$ cat src/rtl/core/hbbd_ram.sv
module hbbd_ram #(
   parameter int WIDTH = 8,
   parameter int DEPTH = 16
) (
   input  logic                                   clock,
   input  logic                                   wr_en,
   input  logic [(DEPTH > 1 ? $clog2(DEPTH) : 1)-1:0] wr_addr,
   input  logic [WIDTH-1:0]                       wr_data,
   input  logic                                   rd_en,
   input  logic [(DEPTH > 1 ? $clog2(DEPTH) : 1)-1:0] rd_addr,
   output logic [WIDTH-1:0]                       rd_data
);

   logic [WIDTH-1:0] mem_ff [DEPTH];
   logic [WIDTH-1:0] rd_data_ff;

   // write port
   always_ff @(posedge clock) begin
      if (wr_en) begin
         mem_ff[wr_addr] <= wr_data;
      end
   end

   // registered read port, holds while not enabled
   always_ff @(posedge clock) begin
      if (rd_en) begin
         rd_data_ff <= mem_ff[rd_addr];
      end
   end

   assign rd_data = rd_data_ff;

endmodule

$ cat config.mk
export PLATFORM = sky130hd
export DESIGN_NAME = hbbd_ram
export DESIGN_NICKNAME = d
export VERILOG_FILES = /design/src/rtl/core/hbbd_ram.sv
export SDC_FILE = /design/constraint.sdc
export NUM_CORES = 1
export LEC_CHECK = 0
export ABC_AREA = 1
export BUFFER_PORTS_ARGS = -buffer_cell sky130_fd_sc_hd__buf_2
export CAP_MARGIN = 20
export CELL_PAD_IN_SITES_DETAIL_PLACEMENT = 0
export CELL_PAD_IN_SITES_GLOBAL_PLACEMENT = 2
export CORE_MARGIN = 4
export CORE_UTILIZATION = 41
export CTS_BUF_LIST = sky130_fd_sc_hd__clkbuf_16
export CTS_CLUSTER_SIZE = 10
export DETAILED_ROUTE_END_ITERATION = 8
export GPL_ROUTABILITY_DRIVEN = 0
export PLACE_DENSITY_LB_ADDON = 0.1
export REMOVE_ABC_BUFFERS = 1
export SKIP_LAST_GASP = 1
export SLEW_MARGIN = 10
export SYNTH_ARGS = -nofsm -noshare
export SYNTH_HDL_FRONTEND = slang
export SYNTH_SLANG_ARGS = --single-unit
export TNS_END_PERCENT = 100
$ cat constraint.sdc
create_clock -name clock -period 1.3 [get_ports clock]
set_input_delay 0.065 -clock clock [delete_from_list [all_inputs] [get_ports clock]]
set_output_delay 0.065 -clock clock [all_outputs]
set_load 0.01 [all_outputs]
==> impl_results.md <==
* Post-route cell area at roughly 6900 um^2
* Die area at 16230 um^2
* Routed via count at 3814
* Post-synth top cells: nand2_1 (173), edfxtp_1 (136), inv_1 (100), nand3_1 (97), nor2_1 (17)
* Clock Sinks at 136
* Fillers at 1321
* First-pass GRT wire length at 22.33 mm
* Mapped Area at around 5800 um^2
* Worst-path clk slew at 0.06 ns
* Placed cell count at 765
* Setup repair bufs after CTS at 0
* Gr usage total at 0.1887
* Synthesized area per cell at 10.61 um^2
* Worst-skew pair later-pin latency at 0.41 ns
* Synth Instances at 551
* Final Skew at around 0.0065 ns
* Max-slew headroom at 0.5571
* Initial antenna violation count at 0
* DR pass1 iterations at 5
* WL final at 14.45 mm
* Synthesis-to-layout area growth at 17.74%
* Synth Warn # at 0
* Crit. End Element: register
* Wire per inst at 18.12 um
* Clock root buffer: clkbuf_16
* Number of synthesized flops with an enable pin at 136
* Grt total ovfl at 0
* Antenna-violating nets left at 0
* Initial Util at 0.4196
* Setup violations, final at 0
* Area of the multi-input gates at 1214 um^2
* Vias per inst at between 4 and 5
* Actual transition at the worst max-transition pin at 0.6634 ns
* Synth unique cells at 11
* Clk buf depth at 2
* Worst EP arrival at 1.31 ns
* Drt first-iter violations at 332
* Seq/Total Area, Yosys at 0.6985
* Die Wd at 127.4 um
* Share of cells above drive strength 1 at 0.1394
* Core Region at 13930 um^2
* Peak Freq at 877.2 MHz
* Die Span Y at ~130 um
* Setup crit start kind: register
* # Max-Cap Violations at 0
* Max Fanout on Critical Path at 1
* Hold/Removal Path Class: in2reg
* Cell Pwr Density at 1465 nW/um^2
* Minimum clock period at 1.140 ns
* Number of hold buffers added after cts at 0
* Post-CTS sizing at 0
* CTS tree: yes
* Area leader, netlist: edfxtp_1
* Largest net degree at the start of global routing at 36
* CP Data Required Time at approximately 1.5 ns
* Max Slew Vio Count at 0
* Largest cells by area after synthesis: edfxtp_1 (70%), nand2_1 (11%), nand3_1 (8.3%)
* Top-area cell type share of the netlist area at 0.6985
* CTS buffer count at 17
* Share of the clock period used by the worst path at 0.8769
* Nets at 623
* Register area at 4084 um^2
* Placed inst area at 6339 um^2
* Main synth FF type: edfxtp_1
* Lkg Pwr at 2.998 nW
* PortBufs at 26
* Seq cells post-synth at 136
* I/O pin count at 27
* DP HPWL at ~9 mm
* Count leader, synth: nand2_1
* Fin cells at around 800
* Rows at 43
* RSZ-0062 raised after global routing: false
* Final Hold Viols at 0
* Status: completed
* DR DRC count at 0
* Ant. Diodes at 0
* Asr flop ratio synth at 0
* Peak VDD IR at 0.0009708 V
* Total negative slack at 0 ns
* Vias in the first global route at 3754
* H-tree depth at 4
* Crit Path Category: reg2reg
## routing by layer
metal / global-route usage / wire, um / vias up
met4: 0.05300 / 186 / 0
met5: 0 / 0 / -
met2: 0.2803 / 6325 / 102
met1: 0.2835 / 7235 / 1810
met3: 0.03679 / 699 / 13
li1: - / - / 1889
## kinds of logic after synthesis
group,synth area share
buffers and inverters,0.09394
flip-flops,0.6985
AND/OR/NAND/NOR,0.2076
## layout make-up
| class | instances | share of cell area |
|---|---|---|
| multi-input combinational | 289 | 0.1763 |
| inverter | 102 | 0.05562 |
| sequential | 136 | 0.5932 |
| clock inverter | 15 | 0.01745 |
| timing repair buffer | 58 | 0.06289 |
| tap | 180 | 0.03272 |
| clock buffer | 17 | 0.06180 |
## path summary, 6_finish.rpt
check                      from          to  slack (ns)  cells after the start
setup / recovery  mem_ff[15][1]  rd_data[1]        0.16                      6
hold / removal            rd_en  rd_data[5]        0.03                      1
hold reg to reg   mem_ff[10][3]  rd_data[3]        0.76                      6
setup reg to reg  mem_ff[15][1]  rd_data[1]        0.16                      6
## cell usage in the layout, fill, tap and decap left out
master	instances
nand2_1	173
edfxtp_1	136
inv_1	103
nand3_1	97
buf_4	27
buf_2	26
nor2_1	17
clkbuf_16	17
clkinv_2	6
buf_12	5
clkinv_1	3
inv_2	2
nand3b_1	2
bufinv_16	2
clkinvlp_4	1
## worst max-delay path: stages (launching register included)
cell,delay (ns)
edfxtp_1,0.35
inv_1,0.06
nand2_1,0.04
nand3_1,0.10
nand3_1,0.14
nand3_1,0.14
nand2_1,0.06
## power breakdown
group	internal, mW	switching (mW)
clock	2.75	1.70
sequential	4.94	0.0285
combinational	0.208	0.453
## state kept, by name (all words and copies together) (netlist names)
name / flops
mem_ff: 128
rd_data: 8
## metrics by stage
step | worst slack [ns] | utilization | power [mW] | hold slack, ns
global placement | -0.1063 | 0.4549 | 5.732 | 0.4463
detailed placement | -0.06953 | 0.4549 | 5.734 | 0.4524
global route | 0.09087 | 0.4940 | 10.45 | 0.02252
CTS | 0.1493 | 0.4940 | 10.18 | 0.01471
finish | 0.1601 | 0.4940 | 10.08 | 0.02846
floorplan | 0.1144 | - | 5.330 | 0.1639
Note: power is estimated with default switching activity, not from simulation.
