<file path="src/rtl/core/hbbd_pkg.sv">
package hbbd_pkg;

   // default geometry of the directory
   localparam int BUCKETS_DEFAULT = 13;
   localparam int WAYS_DEFAULT    = 8;

   // hash: (dev * HASH_MULT + block) mod 2^32, then mod bucket count
   localparam int HASH_W    = 32;
   localparam int HASH_MULT = 300;

   localparam logic [7:0] COUNT_MAX = 8'hFF;

   // request kinds
   typedef enum logic [1:0] {
      KIND_GET     = 2'd0,
      KIND_PIN     = 2'd1,
      KIND_RELEASE = 2'd2
   } kind_type;

   // result status codes
   typedef enum logic [1:0] {
      STATUS_HIT       = 2'd0,
      STATUS_MISS      = 2'd1,
      STATUS_NO_FREE   = 2'd2,
      STATUS_RANGE_ERR = 2'd3
   } status_type;

   // sequencer states
   typedef enum logic [1:0] {
      ST_IDLE,
      ST_MOD,
      ST_EXEC
   } state_type;

   typedef struct packed {
      logic [1:0]  kind;
      logic [7:0]  dev;
      logic [31:0] block_number;
      logic [2:0]  way;
   } req_type;

   typedef struct packed {
      logic [1:0] status;
      logic [3:0] bucket;
      logic [2:0] slot;
      logic       needs_read;
      logic [7:0] count_after;
   } rsp_type;

   // one directory entry as stored in a bucket row
   typedef struct packed {
      logic [7:0]  dev;
      logic [31:0] blk;
      logic        valid;
      logic [7:0]  count;
   } entry_type;

endpackage

</file>
<file path="src/rtl/core/hbbd_bucket_mod.sv">
module hbbd_bucket_mod #(
   parameter int BUCKETS = hbbd_pkg::BUCKETS_DEFAULT
) (
   input  logic                                         clock,
   input  logic                                         reset,
   input  logic                                         start,
   input  logic [hbbd_pkg::HASH_W-1:0]                  value,
   output logic                                         done,
   output logic [(BUCKETS > 1 ? $clog2(BUCKETS) : 1)-1:0] remainder
);

   localparam int BW          = (BUCKETS > 1) ? $clog2(BUCKETS) : 1;
   localparam int FOLD_W      = 16;
   localparam int RECIP_SHIFT = 22;
   localparam int RECIP_W     = RECIP_SHIFT + 1;
   localparam int PROD_W      = FOLD_W + RECIP_W;

   // weights of the upper hash bytes modulo the bucket count
   localparam logic [FOLD_W-1:0] W8  = FOLD_W'(256 % BUCKETS);
   localparam logic [FOLD_W-1:0] W16 = FOLD_W'(65536 % BUCKETS);
   localparam logic [FOLD_W-1:0] W24 = FOLD_W'(16777216 % BUCKETS);

   // reciprocal of the bucket count, exact for any folded value
   localparam logic [RECIP_W-1:0] RECIP =
      RECIP_W'(((1 << RECIP_SHIFT) + BUCKETS - 1) / BUCKETS);

   logic [FOLD_W-1:0] fold_ff, fold_in;
   logic [FOLD_W-1:0] quot_ff, quot_in;
   logic [FOLD_W-1:0] num_ff;
   logic [BW-1:0]     rem_ff, rem_in;
   logic              fold_vld_ff, quot_vld_ff, done_ff;
   logic [PROD_W-1:0] prod;
   logic [FOLD_W-1:0] back;

   // fold the bytes, then divide by reciprocal and take the remainder
   always_comb begin
      fold_in = FOLD_W'(value[7:0])
              + FOLD_W'(value[15:8]) * W8
              + FOLD_W'(value[23:16]) * W16
              + FOLD_W'(value[31:24]) * W24;
      prod    = PROD_W'(fold_ff) * PROD_W'(RECIP);
      quot_in = prod[RECIP_SHIFT +: FOLD_W];
      back    = FOLD_W'(quot_ff * FOLD_W'(BUCKETS));
      rem_in  = BW'(num_ff - back);
   end

   always_ff @(posedge clock) begin
      if (reset) begin
         fold_vld_ff <= 1'b0;
         quot_vld_ff <= 1'b0;
         done_ff     <= 1'b0;
      end else begin
         fold_vld_ff <= start;
         quot_vld_ff <= fold_vld_ff;
         done_ff     <= quot_vld_ff;
      end
   end

   always_ff @(posedge clock) begin
      if (start) begin
         fold_ff <= fold_in;
      end
      if (fold_vld_ff) begin
         quot_ff <= quot_in;
         num_ff  <= fold_ff;
      end
      if (quot_vld_ff) begin
         rem_ff <= rem_in;
      end
   end

   assign done      = done_ff;
   assign remainder = rem_ff;

endmodule

</file>
<file path="config.mk">
export PLATFORM = sky130hd
export DESIGN_NAME = hbbd_bucket_mod
export DESIGN_NICKNAME = d
export VERILOG_FILES = /design/src/rtl/core/hbbd_pkg.sv /design/src/rtl/core/hbbd_bucket_mod.sv
export SDC_FILE = /design/constraint.sdc
export NUM_CORES = 1
export LEC_CHECK = 0
export ABC_CLOCK_PERIOD_IN_PS = 6100
export BUFFER_PORTS_ARGS = -buffer_cell sky130_fd_sc_hd__buf_2
export CORE_MARGIN = 4
export CORE_UTILIZATION = 50
export DETAILED_ROUTE_END_ITERATION = 10
export PLACE_DENSITY = 0.69
export SYNTH_ARGS = -nofsm -noshare
export SYNTH_HDL_FRONTEND = slang
export SYNTH_SLANG_ARGS = --single-unit
</file>
<file path="constraint.sdc">
create_clock -name clock -period 6.1 [get_ports clock]
set_clock_uncertainty 0.1 [all_clocks]
set_input_delay 0.305 -clock clock [delete_from_list [all_inputs] [get_ports clock]]
set_output_delay 0.305 -clock clock [all_outputs]
set_load 0.02 [all_outputs]
</file>
==> flow_summary.ini <==
[run_status]
status = completed

[global_routing]
grtUsageTotal = 0.180
gr-usage-met2 = 0.321
grt_pass1_wl_um = 18700
grt_max_degree = 17
antenna_found_initial = 0
grt_use_met3 = 0.0216
grt_pass1_vias = 4074
grt.busiest_layer = met2
overflow = 0
grtUsageMet1 = 0.236

[yosys]
synth.largest_area_cell = fa_1
synth.most_common_cell = inv_1
synth_compound_area_frac = 0.0487
synth_fa_ha_area_frac = 0.626
synth_warnings = 0
synth_xor_area_frac = 0.0350
syn-num-nets = 793
synthSimpleGateAreaFrac = 0.0417
ys_ff_latch = 28
syn_area_um2 = 5760
yosysSeqAreaShare = 0.141
synth-main-ff-cell = edfxtp_1
synth_top_family_by_area = adder cells
synth_area_per_cell_um2 = 10.9
yosysUniqueCellTypes = 39
synthCells = 528
muxShareOfSynthArea = 0.00348
synthArstFlopShare = 0
synth_top_area_share = 0.337
netlist_top_cells_count = inv_1 (160), ha_1 (133), fa_1 (97), edfxtp_1 (25), xnor2_1 (20)
synth_edf_count = 25
synth_area_leaders = fa_1 (34%), ha_1 (29%), edfxtp_1 (13%)

[cells_and_area]
fin_nets = 838
n_fill_cell = 970
area_growth_pct = 8.39
layout-drive-gt1-share = 0.0874
diodes = 0
instances_no_fill = 712

[die]
fp.dieW_um = 115
rows = 38
io_pins = 40
core_um2 = 11100
design.die.area_um2 = 13300
start_util = 0.520
die_h_um = 115

[setup_path]
cp_cell_sequence = fa_1 -> inv_1 -> fa_1 -> fa_1 -> inv_1 -> fa_1 -> fa_1 -> inv_1 -> fa_1 -> inv_1 -> ha_1 -> a21oi_1 -> o21a_1 -> nor2_1 -> or3_1 -> or4_1 -> o311ai_1
slowest_delay_ns = 0.59
slowest_stage = fa_1
end_kind = flop
worstSetupStartpointType = flop
crit_fanout = 7
cp_data_required_time_ns = 6.09
ff2ff_path_depth = 17
crit_family = adder cells
critPathLaunch = fold_ff[2]
crit_top_cell = fa_1
critPathBufInv = 4
path_class = reg2reg
worstReg2RegStart = fold_ff[2]
arrival_ns = 5.67
crit_cells = 17
reg2reg_to = quot_ff[2]
r2r_slack_ns = 0.42

[cts]
cts-root-buf = clkbuf_16
post_cts_buffers = 0
cts_resized = 0
numCtsBuffers = 3
cts_tree = built
clock-sinks = 28
cts_buffer_depth = 2
clkTransAtPathRegs_ns = 0.08
clock_latency_ns = 0.27
htree_levels = 1
postCtsHoldBufs = 0

[min_path]
whs_endpoint = done
hp-start = reset
hold_class = in2reg
hold_path_depth = 2

[sta]
worst_pin_slew_ns = 0.487
finalSetupViolations = 0
max_freq_mhz = 176
slew_viol_final = 0
hold_slack_ns = 0.126
fin_crit_sh = 0.931
fin_setup_tns_ns = 0
slew_headroom = 0.675
period_minus_slack_ns = 5.68
finalHoldViolCount = 0
rsz0062_at_grt = no

[place]
port_buffers = 39
dp.cells = 708
dpl.hpwl_um = 10100
place_congestion = 0.922

[route]
drc = 0
ant_nets = 0
dr.pass1.iters = 4
wl_per_cell_um = 15.4
vias = 3588
drt-initial-drc-count = 189
viasPerCell = 5.04
wl_um = 11000

[run]
maxCapViolCount = 0
==> layout by cell type (no fill, tap or decap), drive strengths merged, types with 2 or more instances in the layout <==
cell type / instances
o211ai: 2
xor2: 3
nor3: 4
inv: 160
nor2: 8
o21ai: 7
nand4: 3
or2: 3
a21o: 4
mux2i: 2
fa: 97
dfxtp: 3
a21oi: 11
a221oi: 2
edfxtp: 25
nand2: 12
o21a: 2
buf: 40
a211oi: 3
ha: 133
clkbuf: 3
xnor2: 20
o311ai: 2
or4: 3
nor2b: 5
==> how the worst max path moves through the flow <==
stage / to
floorplan: quot_ff[2]
global placement: quot_ff[2]
detailed placement: quot_ff[2]
CTS: quot_ff[2]
global route: quot_ff[2]
finish: quot_ff[2]
==> cells by family (layout without fill, tap and decap cells) <==
kind of cell,count (synthesis),after routing
xor+xnor,23,23
compound gates,39,39
buf+inv,160,204
simple gates,46,46
mux,2,2
flops,28,28
fa+ha+maj,230,230
==> metal layers <==
layer	vias up	wire (um)
met5	-	0
met4	0	168
met3	16	281
met2	53	5600
met1	1759	4940
li1	1760	-
==> registers in the layout, summed over array words and instances (netlist names) <==
register,cells
fold_ff,13
fold_vld_ff,1
quot_ff,4
remainder,4
quot_vld_ff,1
num_ff,4
done,1
==> worst register-to-register path: cells and delay by family (launching register included) <==
kind,cells,cell delay (ns)
AOI/OAI and AO/OA,3,0.40
and+or+nand+nor,3,0.87
DFF,1,0.54
buffers and inverters,4,0.21
adders and majority gates,7,3.39
==> final cells by class <==
class,instances,area [um2],area share
Inverter,160,601,0.0962
Timing Repair Buffer,40,203,0.0325
Tap cell,140,175,0.0281
Clock inverter,1,30.0,0.00481
Multi-Input combinational cell,340,4350,0.697
Clock buffer,3,75.1,0.0120
Sequential cell,28,811,0.130
==> metrics by stage <==
stage,utilization,setup WS [ns],instance area [um2]
floorplan,-,0.660,5760
global placement,0.554,0.524,6140
finish,0.563,0.423,6240
detailed placement,0.554,0.415,6140
CTS,0.563,0.406,6240
global route,0.563,0.134,6240
Power is not shown: default switching activity piles up to over one toggle a cycle in this logic, so the estimate is an artifact.
